==> src/hw/rtl/hrm_pkg.sv <==
package hrm_pkg;

  // Field widths of the channels.
  localparam int HALL_W   = 12;
  localparam int BG_W     = 12;
  localparam int MV_W     = 16;
  localparam int RPM_W    = 16;
  localparam int FREQ_W   = 10;
  localparam int TICKS_W  = 16;
  localparam int DET_W    = 2;
  localparam int WLOW_W   = 16;
  localparam int LEVEL_W  = 12;
  localparam int QUART_W  = 10;
  localparam int CFG_W    = 10;

  // Only the low SAMPLE_BITS bits of the hall sample take part.
  localparam int SAMPLE_BITS = 12;
  localparam logic [HALL_W-1:0] HALL_MASK =
    (SAMPLE_BITS >= HALL_W) ? {HALL_W{1'b1}} : HALL_W'((1 << SAMPLE_BITS) - 1);

  localparam int WINDOW_LOG2_DEF = 10;

  // Shared divider geometry.
  localparam int DIV_NUM_W = 23;
  localparam int DIV_DEN_W = 16;

  localparam logic [DIV_NUM_W-1:0] SUPPLY_NUM      = 23'd4963140;
  localparam logic [DIV_NUM_W-1:0] FREQ_NUM        = 23'd1000;
  localparam logic [BG_W-1:0]      BANDGAP_FLOOR   = 12'd100;
  localparam logic [TICKS_W-1:0]   COUNT_SAT       = 16'd65000;
  localparam logic [TICKS_W-1:0]   TICKS_VALID_MAX = 16'd60000;
  localparam logic [CFG_W-1:0]     MQS_RESET       = 10'd5;

  typedef enum logic [DET_W-1:0] {
    DET_IDLE      = 2'd0,
    DET_WAIT_HIGH = 2'd1,
    DET_WAIT_FALL = 2'd2,
    DET_WAIT_LOW  = 2'd3
  } det_state_t;

  typedef enum logic [1:0] {
    DIV_SUPPLY = 2'd0,
    DIV_FREQ   = 2'd1,
    DIV_RPM    = 2'd2
  } div_op_t;

  typedef enum logic [2:0] {
    S_IDLE       = 3'd0,
    S_SUP_START  = 3'd1,
    S_SUP_WAIT   = 3'd2,
    S_FREQ_START = 3'd3,
    S_FREQ_WAIT  = 3'd4,
    S_RPM_START  = 3'd5,
    S_RPM_WAIT   = 3'd6,
    S_COMMIT     = 3'd7
  } ctrl_state_t;

  typedef struct packed {
    logic    capture;
    logic    div_start;
    div_op_t div_op;
    logic    commit;
  } hrm_cmd_t;

  typedef struct packed {
    logic div_done;
    logic rev_valid;
    logic out_free;
  } hrm_status_t;

endpackage

==> src/hw/rtl/hrm_in_if.sv <==
interface hrm_in_if import hrm_pkg::*; ();
  logic              valid;
  logic              ready;
  logic [HALL_W-1:0] hall_sample;
  logic [BG_W-1:0]   bandgap_sample;

  modport source (output valid, output hall_sample, output bandgap_sample, input ready);
  modport sink   (input valid, input hall_sample, input bandgap_sample, output ready);
endinterface

==> src/hw/rtl/hrm_out_if.sv <==
interface hrm_out_if import hrm_pkg::*; ();
  logic               valid;
  logic               ready;
  logic [MV_W-1:0]    supply_mv;
  logic [RPM_W-1:0]   speed_rpm;
  logic [FREQ_W-1:0]  frequency_hz;
  logic [TICKS_W-1:0] ticks_per_revolution;
  logic [DET_W-1:0]   detector_state;
  logic [WLOW_W-1:0]  window_low;
  logic [LEVEL_W-1:0] window_high;
  logic [LEVEL_W-1:0] window_mid;
  logic [LEVEL_W-1:0] window_swing;
  logic               revolution_done;

  modport source (
    output valid, output supply_mv, output speed_rpm, output frequency_hz,
    output ticks_per_revolution, output detector_state, output window_low,
    output window_high, output window_mid, output window_swing,
    output revolution_done, input ready
  );
  modport sink (
    input valid, input supply_mv, input speed_rpm, input frequency_hz,
    input ticks_per_revolution, input detector_state, input window_low,
    input window_high, input window_mid, input window_swing,
    input revolution_done, output ready
  );
endinterface

==> src/hw/rtl/hrm_div.sv <==
module hrm_div import hrm_pkg::*; #(
  parameter int NUM_W = DIV_NUM_W,
  parameter int DEN_W = DIV_DEN_W
) (
  input  logic             clk,
  input  logic             rst,
  input  logic             start,
  input  logic [NUM_W-1:0] num,
  input  logic [DEN_W-1:0] den,
  output logic             done,
  output logic [NUM_W-1:0] quo
);

  localparam int CNT_W = $clog2(NUM_W + 1);

  logic             busy;
  logic [CNT_W-1:0] count;
  logic [DEN_W-1:0] rem;
  logic [NUM_W-1:0] work;
  logic [DEN_W:0]   trial;
  logic             fits;

  // One quotient bit per cycle; the quotient shifts into the numerator word.
  always_comb begin
    trial = {rem, work[NUM_W-1]};
    fits  = (trial >= {1'b0, den});
  end

  always_ff @(posedge clk) begin
    if (rst) begin
      busy  <= 1'b0;
      done  <= 1'b0;
      count <= '0;
    end else begin
      done <= 1'b0;
      if (start) begin
        busy  <= 1'b1;
        count <= CNT_W'(NUM_W);
        rem   <= '0;
        work  <= num;
      end else if (busy) begin
        rem   <= fits ? DEN_W'(trial - {1'b0, den}) : trial[DEN_W-1:0];
        work  <= {work[NUM_W-2:0], fits};
        count <= count - 1'b1;
        if (count == CNT_W'(1)) begin
          busy <= 1'b0;
          done <= 1'b1;
        end
      end
    end
  end

  assign quo = work;

endmodule

==> src/hw/rtl/hrm_ctrl.sv <==
module hrm_ctrl import hrm_pkg::*; (
  input  logic        clk,
  input  logic        rst,
  input  logic        in_valid,
  output logic        in_ready,
  input  hrm_status_t status,
  output hrm_cmd_t    cmd
);

  ctrl_state_t state, state_next;

  always_ff @(posedge clk) begin
    if (rst) begin
      state <= S_IDLE;
    end else begin
      state <= state_next;
    end
  end

  always_comb begin
    state_next = state;
    case (state)
      S_IDLE:       if (in_valid) state_next = S_SUP_START;
      S_SUP_START:  state_next = S_SUP_WAIT;
      S_SUP_WAIT: begin
        if (status.div_done) begin
          state_next = status.rev_valid ? S_FREQ_START : S_COMMIT;
        end
      end
      S_FREQ_START: state_next = S_FREQ_WAIT;
      S_FREQ_WAIT:  if (status.div_done) state_next = S_RPM_START;
      S_RPM_START:  state_next = S_RPM_WAIT;
      S_RPM_WAIT:   if (status.div_done) state_next = S_COMMIT;
      S_COMMIT:     if (status.out_free) state_next = S_IDLE;
      default:      state_next = S_IDLE;
    endcase
  end

  always_comb begin
    in_ready      = 1'b0;
    cmd.capture   = 1'b0;
    cmd.div_start = 1'b0;
    cmd.div_op    = DIV_SUPPLY;
    cmd.commit    = 1'b0;
    case (state)
      S_IDLE: begin
        in_ready    = 1'b1;
        cmd.capture = in_valid;
      end
      S_SUP_START:  cmd.div_start = 1'b1;
      S_SUP_WAIT:   cmd.div_op = DIV_SUPPLY;
      S_FREQ_START: begin
        cmd.div_start = 1'b1;
        cmd.div_op    = DIV_FREQ;
      end
      S_FREQ_WAIT:  cmd.div_op = DIV_FREQ;
      S_RPM_START: begin
        cmd.div_start = 1'b1;
        cmd.div_op    = DIV_RPM;
      end
      S_RPM_WAIT:   cmd.div_op = DIV_RPM;
      S_COMMIT:     cmd.commit = status.out_free;
      default: begin
        in_ready = 1'b0;
      end
    endcase
  end

endmodule

==> src/hw/rtl/hrm_dp.sv <==
module hrm_dp import hrm_pkg::*; #(
  parameter int WINDOW_LOG2 = WINDOW_LOG2_DEF
) (
  input  logic              clk,
  input  logic              rst,
  input  hrm_cmd_t          cmd,
  output hrm_status_t       status,
  input  logic [HALL_W-1:0] hall_sample,
  input  logic [BG_W-1:0]   bandgap_sample,
  input  logic              cfg_we,
  input  logic [CFG_W-1:0]  cfg_data,
  hrm_out_if.source         results
);

  // Captured item.
  logic [HALL_W-1:0] hall_q;
  logic [BG_W-1:0]   bg_q;

  // Architectural state.
  logic [CFG_W-1:0]       min_quarter_swing;
  logic [WINDOW_LOG2-1:0] tick_phase;
  logic [WLOW_W-1:0]      running_low;
  logic [LEVEL_W-1:0]     running_high;
  logic [WLOW_W-1:0]      held_low;
  logic [LEVEL_W-1:0]     held_high;
  logic [LEVEL_W-1:0]     mid_level;
  logic [LEVEL_W-1:0]     swing;
  logic [QUART_W-1:0]     quarter_swing;
  det_state_t             phase_state;
  logic [TICKS_W-1:0]     tick_counter;
  logic [TICKS_W-1:0]     latched_ticks;
  logic [FREQ_W-1:0]      latched_freq;
  logic [RPM_W-1:0]       latched_rpm;
  logic [MV_W-1:0]        latched_supply;

  logic out_valid;

  // Per-item update terms.
  logic [WLOW_W-1:0]      run_low_upd;
  logic [LEVEL_W-1:0]     run_high_upd;
  logic [TICKS_W-1:0]     cnt_inc;
  logic [LEVEL_W:0]       thr_high;
  logic [LEVEL_W+1:0]     thr_low;
  logic                   low_hit;
  logic                   crossing;
  logic                   ticks_ok;
  det_state_t             det_next;
  logic [WINDOW_LOG2-1:0] tick_phase_next;
  logic                   win;
  logic [WLOW_W:0]        level_sum;
  logic [WLOW_W-1:0]      swing_full;
  logic [QUART_W-1:0]     quarter_raw;
  logic                   low_swing;

  // Values after this item.
  logic [WLOW_W-1:0]  running_low_next;
  logic [LEVEL_W-1:0] running_high_next;
  logic [WLOW_W-1:0]  held_low_next;
  logic [LEVEL_W-1:0] held_high_next;
  logic [LEVEL_W-1:0] mid_level_next;
  logic [LEVEL_W-1:0] swing_next;
  logic [QUART_W-1:0] quarter_swing_next;
  det_state_t         phase_state_next;
  logic [TICKS_W-1:0] tick_counter_next;
  logic [TICKS_W-1:0] latched_ticks_next;
  logic [FREQ_W-1:0]  latched_freq_next;
  logic [RPM_W-1:0]   latched_rpm_next;

  // Divider.
  logic [DIV_NUM_W-1:0] div_num;
  logic [DIV_DEN_W-1:0] div_den;
  logic                 div_done;
  logic [DIV_NUM_W-1:0] div_quo;

  always_comb begin
    case (cmd.div_op)
      DIV_SUPPLY: begin
        div_num = SUPPLY_NUM;
        div_den = DIV_DEN_W'(bg_q);
      end
      DIV_FREQ: begin
        div_num = FREQ_NUM;
        div_den = DIV_DEN_W'(cnt_inc);
      end
      DIV_RPM: begin
        div_num = DIV_NUM_W'(TICKS_VALID_MAX);
        div_den = DIV_DEN_W'(cnt_inc);
      end
      default: begin
        div_num = SUPPLY_NUM;
        div_den = DIV_DEN_W'(bg_q);
      end
    endcase
  end

  hrm_div #(
    .NUM_W(DIV_NUM_W),
    .DEN_W(DIV_DEN_W)
  ) u_div (
    .clk  (clk),
    .rst  (rst),
    .start(cmd.div_start),
    .num  (div_num),
    .den  (div_den),
    .done (div_done),
    .quo  (div_quo)
  );

  // Running extremes, tick count and detector.
  always_comb begin
    run_low_upd  = (running_low > WLOW_W'(hall_q)) ? WLOW_W'(hall_q) : running_low;
    run_high_upd = (running_high < hall_q) ? hall_q : running_high;
    cnt_inc      = (tick_counter < COUNT_SAT) ? tick_counter + 1'b1 : tick_counter;

    thr_high = {1'b0, mid_level} + (LEVEL_W+1)'(quarter_swing);
    // The low threshold may go negative, and then it is never reached.
    thr_low  = (LEVEL_W+2)'(mid_level) - (LEVEL_W+2)'(quarter_swing);
    low_hit  = !thr_low[LEVEL_W+1] && ((LEVEL_W+1)'(hall_q) <= thr_low[LEVEL_W:0]);

    crossing = 1'b0;
    det_next = phase_state;
    case (phase_state)
      DET_WAIT_HIGH: if ((LEVEL_W+1)'(hall_q) > thr_high) det_next = DET_WAIT_FALL;
      DET_WAIT_FALL: if ((LEVEL_W+1)'(hall_q) <= thr_high) det_next = DET_WAIT_LOW;
      DET_WAIT_LOW: begin
        if (low_hit) begin
          crossing = 1'b1;
          det_next = DET_WAIT_HIGH;
        end
      end
      default: det_next = phase_state;
    endcase
    ticks_ok = (cnt_inc != '0) && (cnt_inc <= TICKS_VALID_MAX);
  end

  // Window update at the end of the item.
  always_comb begin
    tick_phase_next = tick_phase + 1'b1;
    win             = &tick_phase_next;
    level_sum       = {1'b0, run_low_upd} + (WLOW_W+1)'(run_high_upd);
    swing_full      = WLOW_W'(run_high_upd) - run_low_upd;
    quarter_raw     = QUART_W'(swing_full[WLOW_W-1:2]);
    low_swing       = quarter_raw < min_quarter_swing;

    running_low_next   = win ? {WLOW_W{1'b1}} : run_low_upd;
    running_high_next  = win ? '0 : run_high_upd;
    held_low_next      = win ? run_low_upd : held_low;
    held_high_next     = win ? run_high_upd : held_high;
    mid_level_next     = win ? level_sum[LEVEL_W:1] : mid_level;
    swing_next         = win ? swing_full[LEVEL_W-1:0] : swing;
    quarter_swing_next = quarter_swing;
    phase_state_next   = det_next;
    tick_counter_next  = crossing ? '0 : cnt_inc;
    latched_ticks_next = crossing ? cnt_inc : latched_ticks;
    latched_freq_next  = latched_freq;
    latched_rpm_next   = (crossing && !ticks_ok) ? '0 : latched_rpm;

    if (win) begin
      if (low_swing) begin
        latched_freq_next = '0;
        latched_rpm_next  = '0;
        phase_state_next  = DET_IDLE;
        quarter_swing_next = quarter_raw;
      end else begin
        quarter_swing_next = (quarter_raw == '0) ? QUART_W'(1) : quarter_raw;
        if (det_next == DET_IDLE) phase_state_next = DET_WAIT_HIGH;
      end
    end
  end

  always_ff @(posedge clk) begin
    if (cmd.capture) begin
      hall_q <= hall_sample & HALL_MASK;
      bg_q   <= (bandgap_sample < BANDGAP_FLOOR) ? BANDGAP_FLOOR : bandgap_sample;
    end
  end

  always_ff @(posedge clk) begin
    if (rst) begin
      min_quarter_swing <= MQS_RESET;
      tick_phase        <= '0;
      running_low       <= {WLOW_W{1'b1}};
      running_high      <= '0;
      held_low          <= {WLOW_W{1'b1}};
      held_high         <= '0;
      mid_level         <= '0;
      swing             <= '0;
      quarter_swing     <= '0;
      phase_state       <= DET_IDLE;
      tick_counter      <= '0;
      latched_ticks     <= '0;
      latched_freq      <= '0;
      latched_rpm       <= '0;
      latched_supply    <= '0;
    end else begin
      if (cfg_we) begin
        min_quarter_swing <= cfg_data;
      end
      if (div_done) begin
        case (cmd.div_op)
          DIV_SUPPLY: latched_supply <= div_quo[MV_W-1:0];
          DIV_FREQ:   latched_freq   <= div_quo[FREQ_W-1:0];
          DIV_RPM:    latched_rpm    <= div_quo[RPM_W-1:0];
          default:    latched_supply <= div_quo[MV_W-1:0];
        endcase
      end
      if (cmd.commit) begin
        tick_phase    <= tick_phase_next;
        running_low   <= running_low_next;
        running_high  <= running_high_next;
        held_low      <= held_low_next;
        held_high     <= held_high_next;
        mid_level     <= mid_level_next;
        swing         <= swing_next;
        quarter_swing <= quarter_swing_next;
        phase_state   <= phase_state_next;
        tick_counter  <= tick_counter_next;
        latched_ticks <= latched_ticks_next;
        latched_freq  <= latched_freq_next;
        latched_rpm   <= latched_rpm_next;
      end
    end
  end

  // Output register.
  always_ff @(posedge clk) begin
    if (rst) begin
      out_valid <= 1'b0;
    end else if (cmd.commit) begin
      out_valid <= 1'b1;
    end else if (results.ready) begin
      out_valid <= 1'b0;
    end
  end

  always_ff @(posedge clk) begin
    if (cmd.commit) begin
      results.supply_mv            <= latched_supply;
      results.speed_rpm            <= latched_rpm_next;
      results.frequency_hz         <= latched_freq_next;
      results.ticks_per_revolution <= latched_ticks_next;
      results.detector_state       <= phase_state_next;
      results.window_low           <= held_low_next;
      results.window_high          <= held_high_next;
      results.window_mid           <= mid_level_next;
      results.window_swing         <= swing_next;
      results.revolution_done      <= crossing;
    end
  end

  assign results.valid = out_valid;

  assign status.div_done  = div_done;
  assign status.rev_valid = crossing && ticks_ok;
  assign status.out_free  = !out_valid || results.ready;

endmodule

==> src/hw/rtl/hall_rpm_meter_top.sv <==
// Hall sensor speed meter.
// Each item on the samples channel is one 1 ms tick with a hall sample and a
// bandgap sample. For every item the block returns exactly one item on the
// results channel: supply voltage, latched rpm, frequency, ticks per
// revolution, detector state, the held window levels and a revolution flag.
// The threshold min_quarter_swing is written through cfg_we and cfg_data; the
// user must do so only while no item is in flight, which the block does not enforce.
// An item goes through the supply division and, on a tick that completes
// a valid revolution, the frequency and rpm divisions before its result;
// the next item can be accepted in the cycle its result appears. The work
// runs through one shared restoring divider of 23 steps, used once for the
// supply and twice more on such a tick. One item is worked on at a time.
// The result sits in an output register, so the next item is accepted while
// an earlier result still waits; if the receiver stalls, the following item
// waits in its final step until the register frees up.
// Reset clears all detector and window state and sets the threshold to 5.
module hall_rpm_meter_top import hrm_pkg::*; #(
  parameter int WINDOW_LOG2 = WINDOW_LOG2_DEF
) (
  input  logic             clk,
  input  logic             rst,
  input  logic             cfg_we,
  input  logic [CFG_W-1:0] cfg_data,
  hrm_in_if.sink           samples,
  hrm_out_if.source        results
);

  hrm_cmd_t    cmd;
  hrm_status_t status;
  logic        in_ready;

  hrm_ctrl u_ctrl (
    .clk     (clk),
    .rst     (rst),
    .in_valid(samples.valid),
    .in_ready(in_ready),
    .status  (status),
    .cmd     (cmd)
  );

  hrm_dp #(
    .WINDOW_LOG2(WINDOW_LOG2)
  ) u_dp (
    .clk           (clk),
    .rst           (rst),
    .cmd           (cmd),
    .status        (status),
    .hall_sample   (samples.hall_sample),
    .bandgap_sample(samples.bandgap_sample),
    .cfg_we        (cfg_we),
    .cfg_data      (cfg_data),
    .results       (results)
  );

  assign samples.ready = in_ready;

endmodule

==> src/flat_wrapper.sv <==
// flat-port wrapper written by rule: the top's interface ports become plain ports
module hall_rpm_meter_top_flat import hrm_pkg::*;
#(
  parameter int WINDOW_LOG2 = WINDOW_LOG2_DEF
)
  (clk, rst, cfg_we, cfg_data, samples_valid, samples_hall_sample, samples_bandgap_sample, samples_ready, results_valid, results_supply_mv, results_speed_rpm, results_frequency_hz, results_ticks_per_revolution, results_detector_state, results_window_low, results_window_high, results_window_mid, results_window_swing, results_revolution_done, results_ready);
  hrm_in_if samples_i ();
  hrm_out_if results_i ();
  input  logic clk;
  input  logic rst;
  input  logic cfg_we;
  input  logic [CFG_W-1:0] cfg_data;
  input wire logic [$bits(samples_i.valid)-1:0] samples_valid;
  input wire logic [$bits(samples_i.hall_sample)-1:0] samples_hall_sample;
  input wire logic [$bits(samples_i.bandgap_sample)-1:0] samples_bandgap_sample;
  output wire logic [$bits(samples_i.ready)-1:0] samples_ready;
  output wire logic [$bits(results_i.valid)-1:0] results_valid;
  output wire logic [$bits(results_i.supply_mv)-1:0] results_supply_mv;
  output wire logic [$bits(results_i.speed_rpm)-1:0] results_speed_rpm;
  output wire logic [$bits(results_i.frequency_hz)-1:0] results_frequency_hz;
  output wire logic [$bits(results_i.ticks_per_revolution)-1:0] results_ticks_per_revolution;
  output wire logic [$bits(results_i.detector_state)-1:0] results_detector_state;
  output wire logic [$bits(results_i.window_low)-1:0] results_window_low;
  output wire logic [$bits(results_i.window_high)-1:0] results_window_high;
  output wire logic [$bits(results_i.window_mid)-1:0] results_window_mid;
  output wire logic [$bits(results_i.window_swing)-1:0] results_window_swing;
  output wire logic [$bits(results_i.revolution_done)-1:0] results_revolution_done;
  input wire logic [$bits(results_i.ready)-1:0] results_ready;
  assign samples_i.valid = samples_valid;
  assign samples_i.hall_sample = samples_hall_sample;
  assign samples_i.bandgap_sample = samples_bandgap_sample;
  assign samples_ready = samples_i.ready;
  assign results_valid = results_i.valid;
  assign results_supply_mv = results_i.supply_mv;
  assign results_speed_rpm = results_i.speed_rpm;
  assign results_frequency_hz = results_i.frequency_hz;
  assign results_ticks_per_revolution = results_i.ticks_per_revolution;
  assign results_detector_state = results_i.detector_state;
  assign results_window_low = results_i.window_low;
  assign results_window_high = results_i.window_high;
  assign results_window_mid = results_i.window_mid;
  assign results_window_swing = results_i.window_swing;
  assign results_revolution_done = results_i.revolution_done;
  assign results_i.ready = results_ready;
  hall_rpm_meter_top #(.WINDOW_LOG2(WINDOW_LOG2)) u_core (.clk(clk), .rst(rst), .cfg_we(cfg_we), .cfg_data(cfg_data), .samples(samples_i), .results(results_i));
endmodule
==> config.mk <==
export PLATFORM = sky130hd
export DESIGN_NAME = hall_rpm_meter_top_flat
export DESIGN_NICKNAME = d
export VERILOG_FILES = /design/src/hw/rtl/hrm_pkg.sv /design/src/hw/rtl/hrm_in_if.sv /design/src/hw/rtl/hrm_out_if.sv /design/src/hw/rtl/hrm_div.sv /design/src/hw/rtl/hrm_ctrl.sv /design/src/hw/rtl/hrm_dp.sv /design/src/hw/rtl/hall_rpm_meter_top.sv /design/src/flat_wrapper.sv
export SDC_FILE = /design/constraint.sdc
export NUM_CORES = 1
export LEC_CHECK = 0
export ABC_AREA = 0
export BUFFER_PORTS_ARGS = -buffer_cell sky130_fd_sc_hd__buf_2
export CORE_MARGIN = 2
export CORE_UTILIZATION = 50
export DETAILED_ROUTE_END_ITERATION = 6
export PLACE_DENSITY = 0.7
export REMOVE_ABC_BUFFERS = 1
export SLEW_MARGIN = 0
export SYNTH_ARGS = -nofsm -noshare
export SYNTH_HDL_FRONTEND = slang
export SYNTH_HIERARCHICAL = 1
export SYNTH_SLANG_ARGS = --single-unit
==> constraint.sdc <==
create_clock -name clk -period 6.4 [get_ports clk]
set_input_delay 0.64 -clock clk [delete_from_list [all_inputs] [get_ports clk]]
set_output_delay 0.64 -clock clk [all_outputs]
set_load 0.01 [all_outputs]
# After elaboration in Yosys (flattened, before gate mapping)
# Cells that the tools add are included.
[word_totals]
ff_bits = 373
latch_bits = 0
mem_bits_rw = 0
mem_bits_ro = 0
inputBits = 39
word_cells = 163
memories = 0
[classes]
add_sub_neg = 8
mul = 0
div_mod_pow = 0
magnitude_cmp = 10
n_eq_ne = 18
shifts = 0
n_mux = 59
n_bitwise = 3
n_reduce_logical = 30
[op_table]
columns = ["operator", "count"]
rows = [
  ["$mux W16", 15],
  ["$mux W10", 7],
  ["$mux W12", 5],
  ["$mux W23", 2],
  ["$pmux W23 S2", 1],
  ["$le A12 B13 Y1", 2],
  ["$pmux W3 S8", 1],
  ["$mux W3", 6],
  ["$ge A17 B16 Y1", 1],
  ["$add A16 B1 Y16 const B", 1],
  ["$gt A16 B12 Y1", 1],
  ["$le A16 B16 Y1 const B", 1],
  ["$lt A16 B16 Y1 const B", 1],
  ["$reduce_bool A16 Y1", 1],
  ["$sub A16 B16 Y16", 1],
  ["$add A12 B10 Y13", 1],
  ["$add A13 B12 Y13", 1],
  ["$gt A12 B13 Y1", 1],
  ["$sub A12 B10 Y13", 1],
  ["$eq A3 B3 Y1 const B", 4],
  ["$lt A12 B12 Y1", 1],
  ["$lt A12 B7 Y1 const B", 1],
  ["$mux W1", 12],
  ["$mux W2", 6],
  ["other kinds (27)", 54],
]

# Logic depth before layout (Yosys ltp)
# Gate-level depths: netlist of run 1.
[logic_depth]
ltp_word = 10
ltp_mapped = 31
ltp_nobuf = 28

# Modules after synthesis
# The synthesis of run 1 kept the hierarchy.
[modules_own_cells]
columns = ["mod", "instances", "cells_each", "area_each_um2", "seq_area_each_um2"]
rows = [
  ["hrm_dp", 1, 1734, 16706.0, 7857.5],
  ["hrm_div", 1, 281, 2992.9, 1311.3],
  ["hrm_ctrl", 1, 36, 320.3, 60.1],
]

# Least setup slack after synthesis of run 1
# No wires, ideal clock.
[synth_path]
path_kind = "reg-to-reg"
from = "reg u_core.u_dp.hall_q[1]"
to = "reg u_core.u_dp.results.speed_rpm[10] (data pin)"
setup_ns = 0.255
t_arrival_ns = 5.711
slack_ns = 0.434
stages_incl_launch_ff = 28
path_buffers = 3
period_less_slack_ns = 5.966
cell_sequence = "edfxtp_1 -> inv_1 -> ha_1 -> nor2b_1 -> o21a_1 -> o21a_1 -> o21a_1 -> o21ai_0 -> a31o_2 -> a21oi_1 -> clkbuf_1 -> mux2i_1 -> inv_1 -> ha_1 -> clkbuf_1 -> o21bai_1 -> a221oi_1 -> o21ba_2 -> o2111ai_1 -> a21oi_1 -> xor2_1 -> ha_1 -> a21o_1 -> a31o_2 -> nor2_1 -> a21oi_2 -> clkbuf_1 -> and2_1"
[synth_via]
elab_chain_cells = 8
elab_cells_between_ends = 14
classes_between = "1 x add/sub; 4 x order compare; 7 x mux; 2 x reduce/logical"
[synth_lines]
columns = ["item", "line_no", "source"]
rows = [
  ["start, declared", "hrm_dp.sv:16", "logic [HALL_W-1:0] hall_q;"],
  ["start signal, assigned", "hrm_dp.sv:173", "hall_q <= hall_sample & HALL_MASK;"],
  ["parallel branches: the longest is 7 deep, another holds $gt A16 B12 Y1", "--", ""],
  ["$mux W16 (*)", "hrm_dp.sv:158", "if (win) begin"],
  ["via u_core.u_dp.latched_rpm_next[10]", "hrm_dp.sv:67", "logic [RPM_W-1:0] latched_rpm_next;"],
  ["end signal, assigned", "hrm_dp.sv:239", "results.speed_rpm <= latched_rpm_next;"],
  ["end, declared", "hrm_out_if.sv:16", "output valid, output supply_mv, output speed_rpm, output frequency_hz,"],
]
# Mark *: on every way through the listed nets, which the timed path passes.
# A chain may end at the register's enable or synchronous reset.

# Worst setup path in the final report of run 1
[layout_path]
from = "reg u_core.u_dp.hall_q[1]"
to = "reg u_core.u_dp.results.frequency_hz[6] (data pin)"
[layout_via]
elab_chain_cells = 6
elab_cells_between_ends = 8
classes_between = "1 x add/sub; 3 x order compare; 4 x mux"
[layout_lines]
columns = ["item", "line_no", "source"]
rows = [
  ["$gt A16 B12 Y1 / $lt A12 B12 Y1 (equally long branches)", "hrm_dp.sv:111, hrm_dp.sv:112", ""],
  ["$mux W16 / $mux W12 (equally long branches)", "hrm_dp.sv:111, hrm_dp.sv:112", ""],
  ["$sub A12 B12 Y12 (*)", "hrm_dp.sv:141", "swing_full = WLOW_W'(run_high_upd) - run_low_upd;"],
  ["$lt A10 B10 Y1 (*)", "hrm_dp.sv:143", "low_swing = quarter_raw < min_quarter_swing;"],
  ["$mux W10 (*)", "hrm_dp.sv:159", "if (low_swing) begin"],
  ["$mux W10 (*)", "hrm_dp.sv:158", ""],
  ["via u_core.u_dp.latched_freq_next[6]", "hrm_dp.sv:66", "logic [FREQ_W-1:0] latched_freq_next;"],
  ["end signal, assigned", "hrm_dp.sv:240", "results.frequency_hz <= latched_freq_next;"],
  ["end, declared", "hrm_out_if.sv:16", ""],
]
# Mark *: on every way through the listed nets, which the timed path passes. The rest lies on a longest branch.

==> summary.txt, run 1 <==
Power
  – Worst VDD drop: slightly above 0.3 mV
  – Switching power share of the total: 0.352
  – Sequential share of power: 0.380
  – P_leak: 8.81 nW
  – Clock share of power: 0.277
  – Switching power: between 2 and 3 mW
  – Power Density: about 350 mW/mm²
  – Combinational share of power: 0.344
  – Int Power: between 5 and 6 mW

Final layout
  – Post-layout nets: 2317
  – Filler cells: 3450
  – Area growth, synth to finish: 11.8%
  – Fraction of layout cells with a size suffix above 1: 0.158
  – # diodes: 0
  – Final core utilization: 0.564

Critical path
  – FF-to-FF End: u_core/u_dp/results.frequency_hz[6]
  – R2r setup slk: 410 ps
  – Crit. End Element: register
  – Reg2reg path depth: 27
  – Setup crit start: u_core/u_dp/hall_q[1]
  – Crit-path max FO: 22
  – CP Launch Type: register
  – WS Path Type: register to register
  – Arr. time, crit path: 6290 ps
  – Data required, critical path: 6710 ps
  – Worst reg2reg path startpoint: u_core/u_dp/hall_q[1]
  – Critical Path End: u_core/u_dp/results.frequency_hz[6]

Yosys
  – Synthesized cell area: roughly 0.020 mm²
  – Most frequent cells after synthesis: dfxtp_1, nand2_1, edfxtp_1, nor2_1, ha_1
  – Mapped Cells: 2051
  – Post-synth EDFFs: 176
  – Post-synth top area share: 0.264
  – Post-synth top area cell: edfxtp_1
  – Yosys cell types: 88
  – Sequential area share after synthesis: 0.461
  – Post-Syn Area per Cell: roughly 10 µm²
  – Most frequent cell after synthesis: dfxtp_1
  – Synth Warn #: 6
  – Synth Register Bits: approximately 370
  – Synth area leaders: edfxtp_1, dfxtp_1, ha_1, nand2_1, mux2_2
  – Post-synth ARST share: 0
  – Post-synth top flop: dfxtp_1

Timing
  – Tightest Pin Transition: 1250 ps
  – Fmax: 167 MHz
  – Hold Fails Final Rpt: 0
  – Max Slew Vio Count: 0
  – Final worst path period share: 0.935
  – Slew HR: 0.164
  – Final number of setup-violating endpoints: 0
  – Fin crit period: ~6000 ps
  – Final hold slack: 257 ps
  – Layout Skew: about 19 ps
  – RSZ-0062 raised after global routing: no

Routing
  – Via Count: 15500
  – Vias per cell: ~5.7
  – ANT nets after route: 0
  – TritonRoute pass-1 iters: 6
  – WL final: 49400 µm
  – Drt wl/cell: 18.3 µm
  – Iteration-0 DRC Markers: 1338
  – Post-route DRC: 0

Clock tree
  – Clk pin slew, worst setup/hold paths: 60 ps
  – # clock sinks: 373
  – CTS Root Cell: clkbuf_16
  – Clock tree buffer depth: 3
  – Post-CTS Setup Bufs: 0
  – Clock insertion delay at the later pin of the skew report: 570 ps
  – CTS tree: done
  – CTS Buf Count: 40
  – H-tree depth: 2

Global route
  – Grt total ovfl: 0
  – Gr usage total: 0.234
  – Met1 GRT Util: 0.322
  – First-pass GRT wire length: 78100 µm
  – GR met3 Demand/Resource: 0.0451
  – Vias in the first global route: 14600
  – Most Crowded Layer GR: met2
  – Met2 Track Usage GR: 0.378
  – Initial antenna violation count: 0
  – Largest net degree at the start of global routing: 91

Floorplan
  – Row cnt: 73
  – Io pins: roughly 150
  – Initial core utilization: 0.505
  – Die H: a little over 200 µm
  – Die W: 204 µm
  – Die area: ~0.042 mm²
  – Core ar.: slightly below 0.04 mm²

Place
  – Buffers on Ports: 153
  – Hpwl dp: 34200 µm
  – GPL Wtd Cong: 0.892

Flow run
  – Max Cap Viol: 0

Worst hold path
  – Hold path cells: 1
  – Min-Delay Path Class: input pin to register

Status
  – Status: finished, final reports clean
## cells by family after synthesis
group,Yosys count,share of synthesized area
AO/OA/AOI/OAI,425,0.143
XOR/XNOR,76,0.0332
adder cells (fa/ha/maj),133,0.0850
buffers and inverters,249,0.0505
flip-flops,373,0.461
multiplexers,128,0.0686
other,2,0.000375
AND/OR/NAND/NOR,665,0.158
## final cells by class
type	count	area (µm²)	share of cell area
clock buffers	47	1040	0.0464
flip-flops and latches	373	9230	0.413
inverters	122	458	0.0205
well taps	525	657	0.0294
repair buffers	172	915	0.0409
multi-input cells	1436	9900	0.442
clock inverters	25	181	0.00811
## critical path: stages, from the launching register on
cell,delay (ps)
edfxtp_1,480
inv_1,150
ha_1,330
nor2b_1,130
o21a_1,170
o21a_1,170
o21a_1,160
o21ai_0,200
a31o_2,250
a21oi_4,100
mux2i_2,270
inv_1,140
fa_1,450
o21bai_1,160
a21oi_1,120
o21ba_2,220
nor2_1,90
nor2_1,60
xnor2_1,290
inv_1,100
ha_1,300
a21oi_1,140
o21ai_1,80
a21oi_1,150
o21ai_1,90
a31o_2,270
or2_2,440
and2_1,220
## per-layer routing
layer / share of wire / wire (µm) / vias to the layer above
li1: - / - / 7521
met1: 0.45 / 22100 / 7410
met2: 0.46 / 22700 / 528
met3: 0.072 / 3540 / 63
met4: 0.021 / 1050 / 0
met5: 0 / 0 / -
## worst min path at each step
stage	from	endpoint	slack (ps)
after floorplan	u_core/u_dp/latched_supply[0]	u_core/u_dp/results.supply_mv[0]	410
after global placement	u_core/u_dp/latched_supply[15]	u_core/u_dp/results.supply_mv[15]	420
after detailed placement	u_core/u_dp/latched_supply[13]	u_core/u_dp/results.supply_mv[13]	410
after CTS	samples_hall_sample[7]	u_core/u_dp/hall_q[7]	230
after global routing	samples_hall_sample[7]	u_core/u_dp/hall_q[7]	230
final	samples_hall_sample[7]	u_core/u_dp/hall_q[7]	260
## metrics by stage
step / power [mW] / setup TNS [ps] / instance area, µm² / worst slack (ps) / std cells
detailed placement: 5.70 / 0 / 21100 / 247 / 2628
finish: 7.87 / 0 / 22400 / 414 / 2700
CTS: 7.89 / 0 / 22300 / 227 / 2700
floorplan: 4.98 / -69830 / 19500 / -1620 / 1931
global placement: 5.62 / 0 / 21100 / 448 / 2628
global route: 8.34 / 0 / 22400 / 9.21 / 2700
## power groups by stage
stage	registers (mW)	clock network [mW]	logic, mW
2_1_floorplan	2.97	0	2.00
3_3_place_gp	3.03	0	2.59
3_5_place_dp	3.04	0	2.66
4_1_cts	2.99	2.22	2.68
5_1_grt	3.02	2.31	3.01
6_report	2.99	2.18	2.70
## sequential cells by signal (all words and copies together) (netlist names), 16 cells and up
name                                      cells
u_core/u_dp/results.speed_rpm                16
u_core/u_dp/u_div/quo                        23
u_core/u_dp/latched_supply                   16
u_core/u_dp/running_low                      16
u_core/u_dp/results.window_low               16
u_core/u_dp/tick_counter                     16
u_core/u_dp/results.ticks_per_revolution     16
u_core/u_dp/u_div/rem                        16
u_core/u_dp/latched_rpm                      16
u_core/u_dp/results.supply_mv                16
u_core/u_dp/latched_ticks                    16
u_core/u_dp/held_low                         16
## cells in the final DEF, fill, tap and decap left out, types with 44 or more instances in the layout
| cell | Yosys | routed |
|---|---|---|
| a21oi_1 | 125 | 122 |
| buf_2 | 3 | 152 |
| dfxtp_1 | 197 | 197 |
| edfxtp_1 | 176 | 176 |
| ha_1 | 128 | 128 |
| inv_1 | 121 | 121 |
| mux2_2 | 60 | 60 |
| mux2i_1 | 58 | 57 |
| nand2_1 | 195 | 195 |
| nand3_1 | 49 | 48 |
| nor2_1 | 172 | 169 |
| nor3_1 | 57 | 57 |
| nor4_1 | 44 | 44 |
| o21ai_0 | 68 | 68 |
| xnor2_1 | 54 | 54 |
## repair_timing
action	in CTS	in global routing
hold buffers	0	0
gates resized for setup	0	8
setup endpoints to repair	0	55
Note: power is estimated with default switching activity, not from simulation.
==> run 2, diff against run 1 <==
Settings changed: PLACE_DENSITY 0.7 to 0.67.
Clock period 6.4 ns to 7.4 ns, I/O delays scaled along.
==> run 2 against run 1 <==
Worst hold slack better by 92 ps. Worst setup slack better by 120 ps. Combinational power down 14%. Critical path depth down 4. Non-clock buffer count down 6. Clock power down 6%. Sequential power down 14%. Clock skew down 3.1 ps. Via count down 1.3%. Sequential share of layout area down 0.13 points. Global-route usage down 0.18 points. Critical endpoint is now u_core/u_dp/latched_rpm[1]. Highest routed layer unchanged.
==> summary.txt, run 2 (synthesized netlist as in run 1, its figures left out) <==
Status
  – Status: finished, final reports clean

Floorplan
  – Die H: 204 µm (unchanged)
  – Initial core utilization: 0.505 (unchanged)
  – Row cnt: 73 (unchanged)
  – Die W: 204 µm (unchanged)
  – Io pins: 154 (unchanged)
  – Die area: 0.0417 mm² (unchanged)
  – Core ar.: 0.0396 mm² (unchanged)

Final layout
  – Final core utilization: 0.566 (+0.00177)
  – Filler cells: 3522 (+2.1%)
  – Post-layout nets: 2312 (-0.22%)
  – Most frequent cells in the layout: dfxtp_1, nand2_1, edfxtp_1, nor2_1, buf_2
  – Most common library cell in the layout ignoring fill and taps: dfxtp_1
  – Area growth, synth to finish: 12.1%
  – Max reg flops: 23 (unchanged)
  – Fraction of layout cells with a size suffix above 1: 0.154 (-0.00400)

Worst hold path
  – Min-Delay Path Class: input pin to register

Power
  – P_leak: 8.87 nW (+0.62%)
  – Worst VDD drop: 0.330 mV (+7.4%)
  – Power Density: 309 mW/mm² (-12%)
  – Design Power: 6.94 mW (-12%)

Timing
  – Hold Fails Final Rpt: 0 (unchanged)
  – Layout Skew: 15.9 ps (-3.07 ps)
  – Fin crit period: 6870 ps (+883 ps)
  – Final worst path period share: 0.928 (-0.00709)
  – Max Slew Vio Count: 0 (unchanged)
  – RSZ-0062 raised after global routing: no
  – Final number of setup-violating endpoints: 0 (unchanged)
  – Tightest Pin Transition: 1340 ps (+86.3 ps)
  – Fmax: 146 MHz (-13%)
  – Slew HR: 0.106 (-0.0577)

Routing
  – TritonRoute pass-1 iters: 5 (-1)
  – Drt wl/cell: 18.0 µm (-1.7%)
  – Post-route DRC: 0 (unchanged)
  – ANT nets after route: 0 (unchanged)
  – Vias per cell: 5.68 (-1.3%)
  – Via Count: 15300 (-1.3%)
  – Iteration-0 DRC Markers: 1074 (-20%)
  – WL final: 48600 µm (-1.7%)

Global route
  – Grt total ovfl: 0 (unchanged)
  – Largest net degree at the start of global routing: 156 (+71%)
  – Initial antenna violation count: 0 (unchanged)
  – Gr usage total: 0.233 (-0.00182)
  – Met1 GRT Util: 0.332 (+0.0104)
  – First-pass GRT wire length: 77500 µm (-0.71%)
  – Met2 Track Usage GR: 0.360 (-0.0179)
  – Most Crowded Layer GR: met2
  – Vias in the first global route: 14400 (-1.7%)
  – GR met3 Demand/Resource: 0.0386 (-0.00654)

Critical path
  – Data required, critical path: 7810 ps (+1100 ps)
  – Worst reg2reg path startpoint: u_core/u_dp/hall_q[1]
  – Setup crit start: u_core/u_dp/hall_q[1]
  – Crit-path max FO: 26 (+18%)
  – Critical Path End: u_core/u_dp/latched_rpm[1]
  – FF-to-FF End: u_core/u_dp/latched_rpm[1]
  – CP Launch Type: register
  – Crit. End Element: register
  – Reg2reg path depth: 23 (-15%)
  – R2r setup slk: 530 ps (+120 ps)
  – WS Path Type: register to register
  – Arr. time, crit path: 7270 ps (+980 ps)

Clock tree
  – # clock sinks: 373 (unchanged)
  – Post-CTS sizing: 0 (unchanged)
  – CTS Root Cell: clkbuf_16
  – H-tree depth: 2 (unchanged)
  – Clock insertion delay at the later pin of the skew report: 560 ps (about the same)
  – Post-CTS Setup Bufs: 0 (unchanged)
  – Hold-fix buffers, CTS: 0 (unchanged)
  – Clk pin slew, worst setup/hold paths: 60 ps (about the same)
  – CTS Buf Count: 41 (+2.5%)
  – CTS tree: done
  – Clock tree buffer depth: 3 (unchanged)

Place
  – GPL Wtd Cong: 0.909 (+1.9%)
  – Buffers on Ports: 153 (unchanged)
  – Hpwl dp: 33200 µm (-2.9%)

Flow run
  – Max Cap Viol: 0 (unchanged)
-- run 2: how the worst min path moves through the flow --
stage	to	cells past startpoint	start	slack (ps)
4_1_cts	u_core/u_dp/hall_q[3]	1	samples_hall_sample[3]	320
5_1_grt	u_core/u_dp/hall_q[3]	1	samples_hall_sample[3]	330
3_5_place_dp	u_core/u_dp/results.supply_mv[7]	0	u_core/u_dp/latched_supply[7]	420
3_3_place_gp	u_core/u_dp/results.supply_mv[2]	0	u_core/u_dp/latched_supply[2]	420
6_report	u_core/u_dp/hall_q[3]	1	samples_hall_sample[3]	350
2_1_floorplan	u_core/u_dp/results.supply_mv[0]	0	u_core/u_dp/latched_supply[0]	410
-- run 2: layer usage --
layer,up-vias,part of all wire
li1,7518,-
met1,7321,0.47
met2,397,0.44
met3,83,0.057
met4,0,0.028
met5,-,0
-- run 2: final cells by class --
| cell class | instances | area (µm²) | area share |
|---|---|---|---|
| multi-input combinational | 1436 | 9850 | 0.439 |
| inverter | 122 | 458 | 0.0204 |
| clock inverter | 20 | 211 | 0.00942 |
| sequential | 373 | 9230 | 0.411 |
| antenna | 1 | 2.50 | 0.000112 |
| clock buffer | 56 | 1150 | 0.0514 |
| tap | 525 | 657 | 0.0293 |
| timing repair buffer | 166 | 882 | 0.0393 |
-- run 2: stage by stage --
step | std cells | hold WS, ps | cell area [µm²] | setup slack (ps) | setup TNS (ps)
after global routing | 2698 | 330 | 22400 | 36.8 | 0
after detailed placement | 2622 | 423 | 21100 | 658 | 0
final | 2699 | 349 | 22400 | 531 | 0
after global placement | 2622 | 423 | 21100 | 924 | 0
after CTS | 2698 | 319 | 22400 | 581 | 0
after floorplan | 1931 | 408 | 19500 | -722 | -11240
-- run 2: report_power, final --
| group | total, mW | internal [mW] | switching (mW) |
|---|---|---|---|
| Clock | 2.06 | 1.21 | 0.851 |
| Sequential | 2.57 | 2.43 | 0.144 |
| Combinational | 2.31 | 0.922 | 1.38 |
-- run 2: critical path: stages (launching register included) --
cell and delay, ps:
edfxtp_1 470, inv_1 170, ha_1 250, a21o_1 150, a21o_1 160, a21oi_1 190, o21ai_1 120, a211o_1 610
a21oi_1 530, inv_1 180, ha_1 340, o21ba_2 130, o21bai_1 90, a221oi_1 560, o21ba_2 240, o2111ai_1 130
a21oi_1 190, xor2_1 430, ha_1 340, a21o_1 160, a31o_2 230, nor2_1 220, a21o_1 620, o32ai_1 190
